<file path="src/rtl/core/rank_weighted_slot_picker_defines.svh">
// assertion macros shared by the slot picker rtl
`ifndef RANK_WEIGHTED_SLOT_PICKER_DEFINES_SVH
`define RANK_WEIGHTED_SLOT_PICKER_DEFINES_SVH

// same-cycle implication, checked on every rising edge outside reset
`define RWSP_ASSERT_NOW(label, ante, cons, msg) \
  label: assert property (@(posedge clk) disable iff (rst) (ante) |-> (cons)) else $error(msg);

// next-cycle implication, checked on every rising edge outside reset
`define RWSP_ASSERT_NEXT(label, ante, cons, msg) \
  label: assert property (@(posedge clk) disable iff (rst) (ante) |=> (cons)) else $error(msg);

`endif

</file>
<file path="src/rtl/core/rwsp_pkg.sv">
// types and constants of the rank weighted slot picker
`default_nettype none

package rwsp_pkg;

  localparam int TABLE_DEPTH = 16;
  localparam int IDX_W       = 4;
  localparam int VAL_W       = 16;
  localparam int DRAW_W      = 14;
  localparam int CNT_W       = 5;   // candidate count, 0..16
  localparam int SLOT_W      = 5;   // slot number before range check, 0..31
  localparam int LHS_W       = 20;  // 2*c*draw
  localparam int ACC_W       = 22;  // signed cumulative weight terms
  localparam int PAIR_W      = 8;   // c*(c-1)
  localparam int STEP_W      = 12;  // 200*c

  localparam int SCALE_BASE  = 20000;
  localparam int WEIGHT_STEP = 100;

  localparam logic KIND_WRITE  = 1'b0;
  localparam logic KIND_SELECT = 1'b1;

  typedef struct packed {
    logic              go;
    logic [CNT_W-1:0]  cnt;
    logic [DRAW_W-1:0] draw;
  } th_req_t;

  typedef struct packed {
    logic             done;
    logic [CNT_W-1:0] rank;
  } th_resp_t;

endpackage

`default_nettype wire

</file>
<file path="src/rtl/core/rwsp_thresh.sv">
// threshold rank search: steps the cumulative weight one rank a cycle
`default_nettype none

module rwsp_thresh import rwsp_pkg::*; (
  input  logic     clk,
  input  logic     rst,
  input  th_req_t  req,
  output th_resp_t resp
);

  typedef enum logic [1:0] {
    ST_IDLE,
    ST_SETUP,
    ST_SCALE,
    ST_SCAN
  } state_t;

  localparam int STEP2 = 2 * WEIGHT_STEP;

  state_t                   state;
  logic [CNT_W-1:0]         cnt;
  logic [DRAW_W-1:0]        draw;
  logic [CNT_W-1:0]         k;
  logic [LHS_W-1:0]         lhs;
  logic [PAIR_W-1:0]        pair;
  logic [STEP_W-1:0]        step;
  logic signed [ACC_W-1:0]  rhs;
  logic signed [ACC_W-1:0]  inc;

  logic [LHS_W-1:0]         lhs_mul;
  logic [ACC_W-1:0]         scale_v;
  logic                     reached;

  assign lhs_mul = LHS_W'(cnt) * LHS_W'(draw);
  assign scale_v = ACC_W'(SCALE_BASE) + ACC_W'(pair) * ACC_W'(WEIGHT_STEP);
  assign reached = $signed({2'b00, lhs}) <= rhs;

  always_ff @(posedge clk) begin
    resp.done <= 1'b0;
    if (rst) begin
      state     <= ST_IDLE;
      resp.rank <= '0;
    end else begin
      case (state)
        ST_IDLE: begin
          if (req.go) begin
            cnt   <= req.cnt;
            draw  <= req.draw;
            state <= ST_SETUP;
          end
        end
        ST_SETUP: begin
          lhs   <= {lhs_mul[LHS_W-2:0], 1'b0};
          pair  <= PAIR_W'(cnt) * PAIR_W'(cnt - 1'b1);
          step  <= STEP_W'(cnt) * STEP_W'(STEP2);
          state <= ST_SCALE;
        end
        ST_SCALE: begin
          rhs   <= scale_v;
          inc   <= scale_v - ACC_W'(step);
          k     <= CNT_W'(1);
          state <= ST_SCAN;
        end
        ST_SCAN: begin
          // past the last rank the last rank is taken, so both exits give k-1
          if (reached || k == cnt) begin
            resp.done <= 1'b1;
            resp.rank <= k - 1'b1;
            state     <= ST_IDLE;
          end else begin
            rhs <= rhs + inc;
            inc <= inc - ACC_W'(step);
            k   <= k + 1'b1;
          end
        end
        default: state <= ST_IDLE;
      endcase
    end
  end

endmodule

`default_nettype wire

</file>
<file path="src/rtl/core/rank_weighted_slot_picker.sv">
// top level of the rank weighted slot picker
`default_nettype none

`include "rank_weighted_slot_picker_defines.svh"

// Linear-ranking slot picker over a 16-entry table of remaining-packet counts
// (all zero after reset). An item is transferred on a rising edge with start
// high and busy low; kind selects a table write or a selection. Every item
// gives exactly one result, shown for a single cycle with done high; the
// receiver cannot stall it, so it must take found/chosen_index on that cycle.
// A write item updates the table and raises done on the next cycle without
// going busy, so another item may follow right away. A selection is
// sequential and holds busy high: a pass over the whole table counts the
// occupied slots of both halves, the threshold unit finds the target rank
// with one adder/compare, then one table read per cycle locates the
// candidate holding that rank: each occupied slot of the half tried is
// ranked against every slot of that half, stopping at the match. When both
// halves are empty the result comes after the count pass alone.
module rank_weighted_slot_picker import rwsp_pkg::*; #(
  parameter int SLOTS_PER_HALF = 8
) (
  input  logic              clk,
  input  logic              rst,
  input  logic              start,
  output logic              busy,
  input  logic              kind,
  input  logic [IDX_W-1:0]  entry_index,
  input  logic [VAL_W-1:0]  entry_value,
  input  logic              half_choice,
  input  logic [DRAW_W-1:0] random_draw,
  output logic              done,
  output logic              found,
  output logic [IDX_W-1:0]  chosen_index
);

  localparam int IW = $clog2(SLOTS_PER_HALF);
  localparam logic [SLOT_W-1:0] HALF_BASE = SLOT_W'(SLOTS_PER_HALF);
  localparam logic [IW-1:0]     LAST_POS  = IW'(SLOTS_PER_HALF - 1);

  typedef enum logic [2:0] {
    ST_IDLE,
    ST_COUNT,
    ST_TH,
    ST_PICK,
    ST_RANK
  } state_t;

  state_t            state;
  logic [VAL_W-1:0]  slot_count [TABLE_DEPTH];

  logic [IDX_W-1:0]  t;          // count pass address
  logic [CNT_W-1:0]  cnt0;
  logic [CNT_W-1:0]  cnt1;
  logic              half_req;
  logic              half_sel;
  logic [DRAW_W-1:0] draw_q;
  logic [CNT_W-1:0]  cnt_sel;
  logic [CNT_W-1:0]  rstar;      // target rank from the threshold unit
  logic [IW-1:0]     j;          // candidate position in the half
  logic [IW-1:0]     i;          // compare position in the half
  logic [VAL_W-1:0]  jval;
  logic [CNT_W-1:0]  rank;
  logic              th_go;

  th_req_t           th_req;
  th_resp_t          th_resp;

  logic [SLOT_W-1:0] base;
  logic [SLOT_W-1:0] cur_slot;
  logic [SLOT_W-1:0] j_slot;
  logic [IDX_W-1:0]  rd_addr;
  logic [VAL_W-1:0]  rd_val;
  logic [VAL_W-1:0]  cur_val;
  logic              hit0;
  logic              hit1;
  logic [CNT_W-1:0]  cnt0_next;
  logic [CNT_W-1:0]  cnt1_next;
  logic              rank_hit;
  logic [CNT_W-1:0]  rank_next;

  // single read port: count pass walks the table, later passes walk one half
  assign base     = half_sel ? HALF_BASE : '0;
  assign cur_slot = base + SLOT_W'((state == ST_PICK) ? j : i);
  assign j_slot   = base + SLOT_W'(j);
  assign rd_addr  = (state == ST_COUNT) ? t : cur_slot[IDX_W-1:0];
  assign rd_val   = slot_count[rd_addr];
  // slots beyond the table read as empty
  assign cur_val  = (state == ST_COUNT || !cur_slot[SLOT_W-1]) ? rd_val : '0;

  assign hit0      = (rd_val != '0) && (int'(t) < SLOTS_PER_HALF);
  assign hit1      = (rd_val != '0) && (int'(t) >= SLOTS_PER_HALF)
                     && (int'(t) < 2 * SLOTS_PER_HALF);
  assign cnt0_next = cnt0 + CNT_W'(hit0);
  assign cnt1_next = cnt1 + CNT_W'(hit1);

  // stable order: smaller count first, equal counts by slot order
  assign rank_hit  = (cur_val != '0)
                     && ((cur_val < jval) || ((cur_val == jval) && (i < j)));
  assign rank_next = rank + CNT_W'(rank_hit);

  assign busy = (state != ST_IDLE);

  assign th_req.go   = th_go;
  assign th_req.cnt  = cnt_sel;
  assign th_req.draw = draw_q;

  rwsp_thresh u_thresh (
    .clk  (clk),
    .rst  (rst),
    .req  (th_req),
    .resp (th_resp)
  );

  always_ff @(posedge clk) begin
    done  <= 1'b0;
    th_go <= 1'b0;
    if (rst) begin
      state        <= ST_IDLE;
      found        <= 1'b0;
      chosen_index <= '0;
      for (int n = 0; n < TABLE_DEPTH; n++) begin
        slot_count[n] <= '0;
      end
    end else begin
      case (state)
        ST_IDLE: begin
          if (start) begin
            if (kind == KIND_WRITE) begin
              slot_count[entry_index] <= entry_value;
              done         <= 1'b1;
              found        <= 1'b0;
              chosen_index <= '0;
            end else begin
              half_req <= half_choice;
              draw_q   <= random_draw;
              t        <= '0;
              cnt0     <= '0;
              cnt1     <= '0;
              state    <= ST_COUNT;
            end
          end
        end
        ST_COUNT: begin
          cnt0 <= cnt0_next;
          cnt1 <= cnt1_next;
          t    <= t + 1'b1;
          if (t == IDX_W'(TABLE_DEPTH - 1)) begin
            // fall back to the other half when the requested one is empty
            if ((half_req ? cnt1_next : cnt0_next) != '0) begin
              half_sel <= half_req;
              cnt_sel  <= half_req ? cnt1_next : cnt0_next;
              th_go    <= 1'b1;
              state    <= ST_TH;
            end else if ((half_req ? cnt0_next : cnt1_next) != '0) begin
              half_sel <= !half_req;
              cnt_sel  <= half_req ? cnt0_next : cnt1_next;
              th_go    <= 1'b1;
              state    <= ST_TH;
            end else begin
              done         <= 1'b1;
              found        <= 1'b0;
              chosen_index <= '0;
              state        <= ST_IDLE;
            end
          end
        end
        ST_TH: begin
          if (th_resp.done) begin
            rstar <= th_resp.rank;
            j     <= '0;
            state <= ST_PICK;
          end
        end
        ST_PICK: begin
          if (cur_val != '0) begin
            jval  <= cur_val;
            i     <= '0;
            rank  <= '0;
            state <= ST_RANK;
          end else begin
            j <= j + 1'b1;
          end
        end
        ST_RANK: begin
          if (i == LAST_POS) begin
            if (rank_next == rstar) begin
              done         <= 1'b1;
              found        <= 1'b1;
              chosen_index <= j_slot[IDX_W-1:0];
              state        <= ST_IDLE;
            end else begin
              j     <= j + 1'b1;
              state <= ST_PICK;
            end
          end else begin
            i    <= i + 1'b1;
            rank <= rank_next;
          end
        end
        default: state <= ST_IDLE;
      endcase
    end
  end

  `RWSP_ASSERT_NOW(a_empty_index_zero, done && !found, chosen_index == '0, "index set without a pick")
  `RWSP_ASSERT_NEXT(a_select_goes_busy, start && !busy && kind == KIND_SELECT, busy, "selection did not start")
  `RWSP_ASSERT_NEXT(a_write_acks, start && !busy && kind == KIND_WRITE, done && !found, "write not acknowledged")
  `RWSP_ASSERT_NOW(a_rank_in_range, th_resp.done, th_resp.rank < cnt_sel, "target rank beyond candidates")

endmodule

`default_nettype wire

</file>
<file path="config.mk">
export PLATFORM = sky130hd
export DESIGN_NAME = rank_weighted_slot_picker
export DESIGN_NICKNAME = d
export VERILOG_FILES = /design/src/rtl/core/rwsp_pkg.sv /design/src/rtl/core/rwsp_thresh.sv /design/src/rtl/core/rank_weighted_slot_picker.sv
export VERILOG_INCLUDE_DIRS = /design/src /design/src/rtl/core
export SDC_FILE = /design/constraint.sdc
export NUM_CORES = 1
export LEC_CHECK = 0
export BUFFER_PORTS_ARGS = -buffer_cell sky130_fd_sc_hd__buf_2
export CORE_MARGIN = 3
export CORE_UTILIZATION = 51
export CTS_BUF_LIST = sky130_fd_sc_hd__clkbuf_4
export CTS_CLUSTER_SIZE = 25
export DETAILED_ROUTE_END_ITERATION = 12
export GPL_ROUTABILITY_DRIVEN = 0
export HOLD_SLACK_MARGIN = 0.15
export PLACE_DENSITY = 0.76
export SLEW_MARGIN = 20
export SYNTH_ARGS = -nofsm -noshare
export SYNTH_HDL_FRONTEND = slang
export SYNTH_SLANG_ARGS = --single-unit
</file>
<file path="constraint.sdc">
create_clock -name clk -period 14.73 [get_ports clk]
set_clock_uncertainty 0.05 [all_clocks]
set_input_delay 0.7365 -clock clk [delete_from_list [all_inputs] [get_ports clk]]
set_output_delay 0.7365 -clock clk [all_outputs]
set_load 0.02 [all_outputs]
</file>
* Word level (Yosys, flattened, before mapping)
Memories as Yosys holds them, arrays and structs flattened.
Cells that the tools add are included.
Widths: inputs -> output; s select.
** Storage, ports and cells
- Bits in registers :: 189
- Bits in writable memories :: 256
- Word-level logic and storage cells :: 206
- Memories kept :: 1
** Cells by class
- $add $sub $neg :: 15
- Multipliers :: 4
- Magnitude comparators :: 5
- Eq/ne operators :: 28
- Multiplexer cells :: 82
- Bitwise logic cells :: 4
- Reduce and logical (&&, ||, !) cells :: 39
** Memories
- slot_count :: depth 16, width 16, rd ports 1, clocked after memory_dff 0, wr ports 16, RTL line rank_weighted_slot_picker.sv:49 : logic [VAL_W-1:0] slot_count [TABLE_DEPTH];
** Operators with widths (count)
- $pmux 22 s2 :: 2
- $mux 4 :: 12
- $mux 5 :: 9
- $mux 22 :: 2
- $sub 22x12->22 :: 2
- $pmux 5 s2 :: 4
- $mux 3 :: 13
- $mux 16 :: 2
- $reduce_bool 16->1 :: 2
- $mux 1 :: 24
- $ne 2x2->1 const B :: 12
- $add 22x22->22 :: 1
- $le 21x22->1 :: 1
- $mul 5x14->19 :: 1
- $add 15x15->16 const A :: 1
- $eq 16x16->1 :: 1
- $lt 16x16->1 :: 1
- $reduce_and 4->1 :: 4
- $reduce_or 16->1 :: 1
- $add 5x1->5 :: 3
- $pmux 3 s5 :: 1
- $mul 8x5->13 const B :: 1
- $pmux 4 s3 :: 1
- $reduce_and 3->1 :: 4
- other kinds (41) :: 72

* Longest topological paths before layout
Gate-level depths: netlist (run 1).
- Depth in word-level cells :: 15
- Depth in mapped cells :: 30
- Gate-level depth less buffers :: 24

* Cells and area by module
From an unflattened synthesis (run 1), not the netlist that was laid out.
** Unflattened totals
- Cell total of the unflattened synthesis :: 2277
- Area, all modules :: 25454.4 um2
** Modules (own cells, without submodules)
- rank_weighted_slot_picker :: times used 1, cells an instance 1298, area an instance 15628.7 um2
- rwsp_thresh :: times used 1, cells an instance 979, area an instance 9825.7 um2

* Worst setup path after synthesis (run 1)
OpenSTA, ideal clock, no wires.
- Path type :: register to register
- From :: register state[0]
- To :: register found
- Arrival time :: 5640 ps
- Setup slack :: 8912 ps
- Cell stages (with the launch flop) :: 29
- Buffers on the path :: 4
- Cell sequence :: dfxtp_1 -> buf_6 -> and2b_1 -> buf_6 -> mux2i_1 -> buf_1 -> mux2i_1 -> a211oi_1 -> or4_1 -> ha_1 -> a21o_1 -> a21o_1 -> a21o_1 -> a21o_1 -> a21o_1 -> a21o_1 -> a221o_1 -> a21oi_1 -> ha_1 -> ha_1 -> nand3_1 -> xor2_1 -> xor2_1 -> nand3_1 -> a21boi_0 -> and4b_1 -> clkbuf_1 -> mux2i_1 -> nor2_1
** On the way
- Cells in the longest elaborated chain, start to end :: 14
- Elaborated cells between the ends (all ways) :: 38
- Those cells by class :: add/sub: 4; order compare: 1; eq/ne: 12; mux: 6; reduce/logical: 14; memory: 1
** Ends and longest elaborated chain
- start, declared :: RTL line rank_weighted_slot_picker.sv:48 : state_t state;
- start signal, assigned :: RTL line rank_weighted_slot_picker.sv:118 : state <= ST_IDLE;
- start signal, assigned :: RTL line rank_weighted_slot_picker.sv:139 : state <= ST_COUNT;
- start signal, assigned :: RTL line rank_weighted_slot_picker.sv:153 : state <= ST_TH;
- $eq 3x2->1 :: RTL line rank_weighted_slot_picker.sv:83 : assign cur_slot = base + SLOT_W'((state == ST_PICK) ? j : i);
- $mux 3 :: RTL line rank_weighted_slot_picker.sv:83
- $add 4x3->5 :: RTL line rank_weighted_slot_picker.sv:83
- $mux 4 or $logic_not 1->1 (tied branches) :: RTL line rank_weighted_slot_picker.sv:85, rank_weighted_slot_picker.sv:88
- $mem_v2 16x16 or $logic_or 1x1->1 (tied branches)
- $mux 16 * :: RTL line rank_weighted_slot_picker.sv:88 : assign cur_val = (state == ST_COUNT || !cur_slot[SLOT_W-1]) ? rd_val : '0;
- net cur_val[9] :: RTL line rank_weighted_slot_picker.sv:73 : logic [VAL_W-1:0] cur_val;
- branches (longest 3 deep; another with $lt 16x16->1)
- $logic_and 1x1->1 * :: RTL line rank_weighted_slot_picker.sv:98 : && ((cur_val < jval) || ((cur_val == jval) && (i < j)));
- $add 5x1->5 * :: RTL line rank_weighted_slot_picker.sv:99 : assign rank_next = rank + CNT_W'(rank_hit);
- $eq 5x5->1 * :: RTL line rank_weighted_slot_picker.sv:186 : if (rank_next == rstar) begin
- $ne 2x2->1 (no source line) *
- $reduce_and 8->1 (no source line) *
- end signal, assigned :: RTL line rank_weighted_slot_picker.sv:119 : found <= 1'b0;
- end signal, assigned :: RTL line rank_weighted_slot_picker.sv:131 : found <= 1'b0;
- end signal, assigned :: RTL line rank_weighted_slot_picker.sv:188 : found <= 1'b1;
- end, declared :: RTL line rank_weighted_slot_picker.sv:32 : output logic found,
Mark *: on every way through the listed nets, which the timed path passes.
A chain may end at the register's enable or synchronous reset.

* Worst setup path after layout (run 1)
- From :: register state[2]
- To :: register found
Same word-level chain as after synthesis.

==> impl_metrics.env, run 1 <==
export IMPL_drtPass1Iterations=6
export IMPL_cts_tree="done"
export IMPL_vias=21136
export IMPL_fin_tns_setup_ns=0
export IMPL_setup_viol=0
export IMPL_dp_cells=3309
export IMPL_fp_row_count=85
export IMPL_p_leak_uw=0.0124
export IMPL_insertion_delay_ns=0.92
export IMPL_finalMaxSlewViolations=0
export IMPL_cp_top_family="compound AO/OA/AOI/OAI gates"
export IMPL_peakVddDrop_v=0.0000872
export IMPL_rsz0062_at_grt="no"
export IMPL_postSynth_asyncResetShare_pct=0
export IMPL_synth_main_ff_cell="edfxtp_1"
export IMPL_wirelength_mm=73.0
export IMPL_final_net_count=3004
export IMPL_holdCritPathClass="input pin to flop"
export IMPL_synth_edf_count=420
export IMPL_ios=46
export IMPL_final_common_cell="edfxtp_1"
export IMPL_power_density_nw_per_um2=130
export IMPL_yosys_register_bits=438
export IMPL_io_buffers=45
export IMPL_path_common_cell="a21o_1"
export IMPL_layout_common_cells="edfxtp_1 (420), and2_1 (308), a21oi_1 (193)"
export IMPL_crit_type="flop to flop"
export IMPL_critPathMaxFanout=90
export IMPL_synthToLayoutAreaGrowth_pct=8.28
export IMPL_root_buffer="clkbuf_4"
export IMPL_cp_slowest_stage_delay_ns=0.81
export IMPL_grt_max_degree=199
export IMPL_cts_made_buffers=116
export IMPL_path_clk_slew_ns=0.07
export IMPL_drv_cap=0
export IMPL_antenna_found_initial=3
export IMPL_final_core_util_pct=56.3
export IMPL_end_kind="flop"
export IMPL_ys_warn_count=0
export IMPL_start_util_pct=52.0
export IMPL_tightest_slew_ns=1.04
export IMPL_grt_overflow_total=0
export IMPL_met2WireLength_mm=35.4
export IMPL_highest_layer="met5"
export IMPL_synth_fp_nets=2951
export IMPL_routed_wl_met3_mm=5.33
export IMPL_vias_per_cell=5.98
export IMPL_synthDistinctLibCells=75
export IMPL_cp_arrival_ns=8.09
export IMPL_timing_slew_headroom_pct=30.4
export IMPL_drt_met1_wl_mm=28.1
export IMPL_status="finished clean"
export IMPL_synthCells=2693
export IMPL_hpwl_mm=48.3
export IMPL_syn_avg_cell_area_um2=10.5
export IMPL_yosysTopAreaCell="edfxtp_1"
export IMPL_start_kind="flop"
export IMPL_dpl_instance_area_um2=29000
export IMPL_clkSinkCount=438
export IMPL_critical_path_buf_inv_count=2
export IMPL_fin_crit_sh_pct=50.3
export IMPL_fmax_mhz=135
export IMPL_post_layout_nonfiller_instances=3535
export IMPL_drive_above_1_share_pct=10.8
export IMPL_layout_min_cycle_time_ns=7.40
export IMPL_dieWidth_um=241
export IMPL_cp_required_ns=15.41
export IMPL_drtAntennaViolNets=0
export IMPL_routedWlPerCell_um=20.6
export IMPL_dieHeight_um=241
export IMPL_slowest_stage="buf_4"
export IMPL_postCtsSetupBuffers=0
export IMPL_core_region_area_um2=54200
export IMPL_htreeDepth=3
export IMPL_yosys_area_top_type_share_pct=44.7
export IMPL_die_area_um2=58200
export IMPL_synthTopCellsByArea="edfxtp_1 (45%), ha_1 (7.4%), and2_1 (6.8%)"
export IMPL_grt_util_all_layers_pct=25.2
export IMPL_syn_area_um2=28200
export IMPL_hold_violations=0
export IMPL_first_global_vias=21064
export IMPL_drt_initial_drc_count=2087
export IMPL_postLayoutCellArea_um2=30500
export IMPL_drc_errors=0
export IMPL_seq_area_frac_synth_pct=46.0
export IMPL_clk_path_buf_depth=3
export IMPL_grt_pass1_wl_mm=114
flip-flops by register name, summed over array words and instances, names as in the netlist, 6 cells and up:
| signal | count |
|---|---|
| draw_q | 14 |
| jval | 16 |
| slot_count | 256 |
| u_thresh.draw | 14 |
| u_thresh.inc | 19 |
| u_thresh.lhs | 19 |
| u_thresh.pair | 7 |
| u_thresh.resp | 6 |
| u_thresh.rhs | 19 |
| u_thresh.step | 9 |
power by group:
group	leakage [uW]	internal (uW)	total, uW	switching (uW)
Sequential	0.00429	1490	1540	47.8
Clock	0.000846	508	1030	523
Combinational	0.00728	498	1410	908
kinds of logic (layout without fill, tap and decap cells):
family,after synthesis,after routing,share of synthesized area (%)
flops,438,438,46.0
xor+xnor,87,87,2.70
other cells,0,5,0
compound gates,465,465,10.3
mux,77,77,2.84
buf+inv,299,440,4.42
fa+ha+maj,219,219,11.1
simple gates,1108,1108,22.6
per-layer routing:
metal / vias up / GRT usage (%)
met5: - / 0
li1: 9809 / -
met1: 10280 / 30.6
met4: 2 / 14.7
met2: 797 / 42.1
met3: 248 / 4.67
worst register-to-register path, cell delays in order (launching register included):
cell	delay (ns)
dfxtp_1	0.31
and2b_4	0.23
buf_4	0.68
buf_4	0.88
a21oi_1	0.13
o31ai_1	0.25
a21oi_1	0.12
or4_1	0.62
ha_1	0.33
a21o_1	0.17
a21o_1	0.17
a21o_1	0.17
a21o_1	0.19
a21o_1	0.18
a21o_1	0.18
a221o_1	0.35
a21oi_1	0.18
ha_1	0.21
ha_1	0.18
nand3_1	0.11
xor2_1	0.24
xor2_1	0.17
nand3_1	0.17
a21boi_0	0.31
and4b_1	0.42
mux2i_1	0.23
nor2_1	0.05
final timing paths:
path / start / to / slack, ns / cells after the start
worst max-delay path: state[2]$_SDFFE_PP0P_ / found$_SDFFE_PP0P_ / 7.33 / 26
worst min-delay path: entry_value[0] / slot_count[7][0]$_SDFFCE_PN0P_ / 0.32 / 2
worst max register to register: state[2]$_SDFFE_PP0P_ / found$_SDFFE_PP0P_ / 7.33 / 26
worst min register to register: draw_q[13]$_DFFE_PP_ / u_thresh.draw[13]$_DFFE_PP_ / 0.37 / 0
cell usage after synthesis (all sizes together), types with 13 or more instances:
cell / count
a211oi: 42
o31ai: 75
a21o: 30
and2: 309
nand3: 33
nor2: 95
nand3b: 67
nand2b: 124
buf: 53
fa: 52
mux2i: 68
edfxtp: 420
xor2: 40
or3: 13
clkbuf: 116
dfxtp: 18
a21oi: 194
nand2: 182
nor3: 61
or4: 21
o21ai: 57
inv: 129
xnor2: 47
nor3b: 72
and3: 87
ha: 167
layout make-up:
type                    count  area, um2
fillers                  4558      23700
multi-input cells        1956      14100
flip-flops and latches    438      13000
clock buffers             162       1220
well taps                 696        871
repair buffers            104        731
inverters                 130        488
clock inverters            44        191
diodes                      5       12.5
repair_timing:
action	in CTS	in global routing
gates resized for setup	0	0
hold buffers	15	0
hold endpoints to repair	15	0
metrics by stage:
stage / worst slack (ns) / total power (uW) / hold WS [ns]
2_1_floorplan: 8.91 / 2600 / 0.350
3_3_place_gp: 7.55 / 2890 / 0.354
3_5_place_dp: 7.49 / 2940 / 0.356
4_1_cts: 7.45 / 3980 / 0.271
5_1_grt: 6.76 / 4210 / 0.280
6_report: 7.33 / 3980 / 0.323
Power figures use the tool's default switching activity.
==> run 2: changes to the inputs <==
clock period = 7.5 ns   (was 14.73 ns; I/O delays follow)
==> impl_metrics.env, run 2 (synthesis results as in run 1) <==
export IMPL_status="finished clean"
export IMPL_ios=46
export IMPL_dp_slack_ns=0.351
export IMPL_final_common_cell="edfxtp_1"
export IMPL_largest_reg_flops=256
export IMPL_regToRegSetupSlack_ns=0.40
export IMPL_holdCritPathClass="input pin to flop"
export IMPL_p_leak_uw=0.0126
export IMPL_cp_cell_sequence="mux2_4 -> mux2_4 -> buf_4 -> nor3_1 -> a211oi_1 -> or4_1 -> or4_1 -> or4_4 -> and2_1 -> ha_1 -> ha_1 -> nand3_1 -> xor2_1 -> nand4_1 -> o21ai_0 -> a21boi_0 -> and4b_1 -> mux2i_1 -> nor2_1"
export IMPL_first_global_vias=21650
export IMPL_regMostFlops="slot_count"
export IMPL_post_cts_resized=0
export IMPL_clkSinkCount=438
export IMPL_reg2reg_depth=19
export IMPL_cp_slowest_stage_delay_ns=0.81
export IMPL_final_net_count=3054
export IMPL_die_area_um2=58200
export IMPL_fin_tns_setup_ns=0
export IMPL_hold_end="draw_q[0]$_DFFE_PP_"
export IMPL_grt_util_all_layers_pct=25.2
export IMPL_cp_arrival_ns=7.79
export IMPL_core_region_area_um2=54200
export IMPL_insertion_delay_ns=0.92
export IMPL_rsz0062_at_grt="no"
export IMPL_dp_cells=3324
export IMPL_dieWidth_um=241
export IMPL_synthToLayoutAreaGrowth_pct=10.1
export IMPL_hpwl_mm=48.6
export IMPL_r2r_end="found$_SDFFE_PP0P_"
export IMPL_layout_min_cycle_time_ns=7.10
export IMPL_grt_overflow_total=0
export IMPL_fmax_mhz=141
export IMPL_holdPathStages=2
export IMPL_finalMaxSlewViolations=0
export IMPL_end_kind="flop"
export IMPL_setup_ws_ns=0.403
export IMPL_drtAntennaViolNets=0
export IMPL_antenna_found_initial=3
export IMPL_hold_slack_ns=0.244
export IMPL_crit_type="flop to flop"
export IMPL_cp_required_ns=8.19
export IMPL_start_util_pct=52.0
export IMPL_drv_cap=0
export IMPL_path_clk_slew_ns=0.07
export IMPL_cts_made_buffers=112
export IMPL_timing_slew_headroom_pct=19.5
export IMPL_power_density_nw_per_um2=255
export IMPL_vias_per_cell=5.97
export IMPL_tightest_slew_ns=1.20
export IMPL_routedWlPerCell_um=20.3
export IMPL_vias=21376
export IMPL_clk_path_buf_depth=3
export IMPL_root_buffer="clkbuf_4"
export IMPL_drt_initial_drc_count=2182
export IMPL_drc_errors=0
export IMPL_critPathMaxFanout=53
export IMPL_grt_pass1_wl_mm=115
export IMPL_drtPass1Iterations=6
export IMPL_layout_common_cells="edfxtp_1 (420), and2_1 (308), a21oi_1 (193)"
export IMPL_slowest_stage="dfxtp_1"
export IMPL_fin_crit_sh_pct=94.6
export IMPL_post_layout_nonfiller_instances=3580
export IMPL_io_buffers=45
export IMPL_cts_tree="done"
export IMPL_grt_max_degree=133
export IMPL_fp_row_count=85
export IMPL_start_kind="flop"
export IMPL_peakVddDrop_v=0.000221
export IMPL_hold_violations=0
export IMPL_wirelength_mm=72.8
export IMPL_htreeDepth=3
export IMPL_drive_above_1_share_pct=11.2
export IMPL_dieHeight_um=241
export IMPL_setup_viol=0
export IMPL_r2r_start="state[1]$_SDFFE_PP0P_"
export IMPL_hp_start="random_draw[0]"
export IMPL_final_core_util_pct=57.3
run 2: changes by cell type in the layout (fill, tap and decap cells not counted), sizes merged, moves of 3 or more:
| cell | change |
|---|---|
| buf | +17 |
| clkbuf | -3 |
| dlygate4sd3 | +36 |
| inv | -3 |
| clkinv | -3 |
run 2: what timing repair did:
item,4_1_cts,5_1_grt
endpoints found under the hold margin,300,0
hold buffers,51,0
setup endpoints to repair,0,6
setup buffers,0,2
run 2: how the worst max path moves through the flow:
| stage | start | end | slack (ns) | depth (start not counted) |
|---|---|---|---|---|
| floorplan | state[0]$_SDFFE_PP0P_ | found$_SDFFE_PP0P_ | 1.68 | 28 |
| global placement | state[1]$_SDFFE_PP0P_ | found$_SDFFE_PP0P_ | 0.66 | 24 |
| detailed placement | state[1]$_SDFFE_PP0P_ | found$_SDFFE_PP0P_ | 0.35 | 24 |
| CTS | state[1]$_SDFFE_PP0P_ | found$_SDFFE_PP0P_ | 0.32 | 24 |
| global route | state[1]$_SDFFE_PP0P_ | found$_SDFFE_PP0P_ | 0.11 | 24 |
| finish | state[1]$_SDFFE_PP0P_ | found$_SDFFE_PP0P_ | 0.40 | 19 |
run 2: final cells by class:
cell class | count | area [um2]
Antenna cell | 4 | 10.0
Clock buffer | 159 | 1190
Clock inverter | 39 | 193
Fill cell | 4501 | 23200
Inverter | 130 | 488
Multi-Input combinational cell | 1957 | 14100
Sequential cell | 438 | 13000
Tap cell | 696 | 871
Timing Repair Buffer | 157 | 1260
run 2: metal layers:
| metal | global-route usage [%] | part of all wire, % | routed length [um] | vias to the layer above |
|---|---|---|---|---|
| li1 | - | - | - | 9896 |
| met5 | 0 | 0 | 0 | - |
| met2 | 43.1 | 50 | 36100 | 898 |
| met3 | 4.30 | 6.8 | 4960 | 268 |
| met4 | 14.3 | 5.4 | 3940 | 0 |
| met1 | 30.3 | 38 | 27900 | 10314 |
run 2: critical path, delay by kind of cell (launching register included):
kind	cells	cell delay, ns
and+or+nand+nor	9	3.00
muxes	3	1.13
AOI/OAI and AO/OA	3	1.01
DFF	1	0.81
adders and majority gates	2	0.41
buffers and inverters	1	0.31
xor gates and xnor gates	1	0.25
run 2: per-stage QoR:
stage	power [uW]	instance area, um2
CTS	7900	31000
finish	7940	31100
floorplan	5100	28200
global route	8390	31100
detailed placement	5850	29100
global placement	5730	29100
run 2: where the power goes:
| part | total [uW] | internal, uW | switching, uW |
|---|---|---|---|
| clock | 2020 | 1010 | 1010 |
| sequential | 3050 | 2930 | 118 |
| combinational | 2870 | 1060 | 1810 |
==> run 3: changes to the inputs <==
GPL_TIMING_DRIVEN = 0   (was default)
==> impl_metrics.env, run 3 (synthesis results as in run 1) <==
export IMPL_status="finished clean"
export IMPL_final_net_count=3186
export IMPL_wirelength_mm=88.3
export IMPL_vias=23188
export IMPL_hold_slack_ns=0.190
export IMPL_hpwl_mm=62.9
export IMPL_drv_cap=0
export IMPL_clk_path_buf_depth=3
export IMPL_fp_row_count=85
export IMPL_layout_min_cycle_time_ns=7.20
export IMPL_die_area_um2=58200
export IMPL_crit_cells=27
export IMPL_grt_util_all_layers_pct=30.3
export IMPL_crit_type="flop to flop"
export IMPL_holdPathStages=5
export IMPL_path_common_cell="a21o_1"
export IMPL_cp_arrival_ns=7.92
export IMPL_synthToLayoutAreaGrowth_pct=12.2
export IMPL_final_common_cell="edfxtp_1"
export IMPL_reg2reg_depth=27
export IMPL_insertion_delay_ns=0.96
export IMPL_path_clk_slew_ns=0.06
export IMPL_largest_reg_flops=256
export IMPL_slowest_stage="clkbuf_1"
export IMPL_ios=46
export IMPL_regMostFlops="slot_count"
export IMPL_root_buffer="clkbuf_4"
export IMPL_clkPwrFrac_pct=24.6
export IMPL_pwr_share_seq_pct=36.5
export IMPL_routedWlPerCell_um=23.8
export IMPL_clkSinkCount=438
export IMPL_rsz0062_at_grt="no"
export IMPL_setup_viol=0
export IMPL_grt_max_degree=30
export IMPL_first_global_vias=23030
export IMPL_drive_above_1_share_pct=11.4
export IMPL_peakVddDrop_v=0.000164
export IMPL_finalMaxSlewViolations=0
export IMPL_fin_crit_sh_pct=96.1
export IMPL_io_buffers=45
export IMPL_cp_slowest_stage_delay_ns=0.54
export IMPL_tightest_slew_ns=1.25
export IMPL_start_kind="flop"
export IMPL_layout_common_cells="edfxtp_1 (420), and2_1 (308), a21oi_1 (193)"
export IMPL_netSwitchingFraction_pct=39.6
export IMPL_grt_pass1_wl_mm=133
export IMPL_drc_errors=0
export IMPL_grt_overflow_total=0
export IMPL_drtAntennaViolNets=0
export IMPL_p_leak_uw=0.0129
export IMPL_cts_tree="done"
export IMPL_timing_slew_headroom_pct=16.4
export IMPL_netSwitchingPower_uw=3280
export IMPL_fmax_mhz=139
export IMPL_power_density_nw_per_um2=262
export IMPL_dieWidth_um=241
export IMPL_cp_required_ns=8.22
export IMPL_critPathMaxFanout=10
export IMPL_cp_top_family="compound AO/OA/AOI/OAI gates"
export IMPL_drtPass1Iterations=7
export IMPL_end_kind="flop"
export IMPL_final_core_util_pct=58.3
export IMPL_holdCritPathClass="input pin to flop"
export IMPL_dieHeight_um=241
export IMPL_htreeDepth=3
export IMPL_postCtsSetupBuffers=0
export IMPL_combPwrFrac_pct=38.9
export IMPL_antenna_found_initial=8
export IMPL_power_internal_uw=5010
export IMPL_hold_violations=0
export IMPL_critical_path_buf_inv_count=3
export IMPL_drt_initial_drc_count=3116
export IMPL_cts_made_buffers=116
export IMPL_core_region_area_um2=54200
export IMPL_vias_per_cell=6.25
export IMPL_start_util_pct=52.0
-- run 3: cell type report --
cell class	count	area [um2]
plain buffers	168	764
clock buffers	152	1140
flip-flops and latches	438	13000
repair buffers	118	1030
well taps	696	871
diodes	5	12.5
inverters	130	488
clock inverters	46	240
multi-input cells	1956	14100
fillers	4413	22600
-- run 3: power groups by stage --
stage / combinational, uW / sequential (uW) / clock [uW]
floorplan: 2060 / 3040 / 0
global placement: 2890 / 3080 / 0
detailed placement: 3040 / 3070 / 0
CTS: 3080 / 3020 / 2050
global route: 3410 / 3040 / 2190
finish: 3230 / 3030 / 2040
-- run 3: tightest hold or removal path: cells and delay by family --
family | cells | cell delay (ns)
buffers and inverters | 1 | 0.13
AO/OA/AOI/OAI | 2 | 0.17
AND/OR/NAND/NOR | 2 | 0.44
-- run 3: timing repair --
action                                  CTS  global route
hold buffers                             55             0
resized for setup                         3            17
hold endpoints to repair                166             0
endpoints found under the setup margin    6             6
cloned                                    0             0
-- run 3: per-layer routing --
metal / part of all wire [%] / track usage [%] / routed length [um]
met3: 12 / 8.67 / 10300
met5: 0.042 / 0 / 37
met4: 8.6 / 22.7 / 7630
met1: 35 / 35.8 / 30900
met2: 45 / 47.1 / 39400
-- run 3: stage by stage --
stage          TNS [ns]  power, uW  setup slack, ns  instances  area (um2)
2_1_floorplan         0       5100             1.68       2693       28200
3_3_place_gp          0       5970           0.0434       3434       29300
3_5_place_dp     -0.940       6110           -0.231       3452       29700
4_1_cts               0       8150           0.0264       3705       31600
5_1_grt               0       8650           0.0106       3705       31600
6_report              0       8290            0.296       3709       31600
-- run 3: worst paths after layout --
path              slack (ns)                      endpoint                  from
hold / removal          0.19  chosen_index[0]$_SDFFE_PP0P_                  kind
setup / recovery        0.30            found$_SDFFE_PP0P_    i[0]$_SDFFCE_PN0P_
hold reg to reg         0.37     u_thresh.cnt[0]$_DFFE_PP_  cnt_sel[0]$_DFFE_PP_
setup reg to reg        0.30            found$_SDFFE_PP0P_    i[0]$_SDFFCE_PN0P_
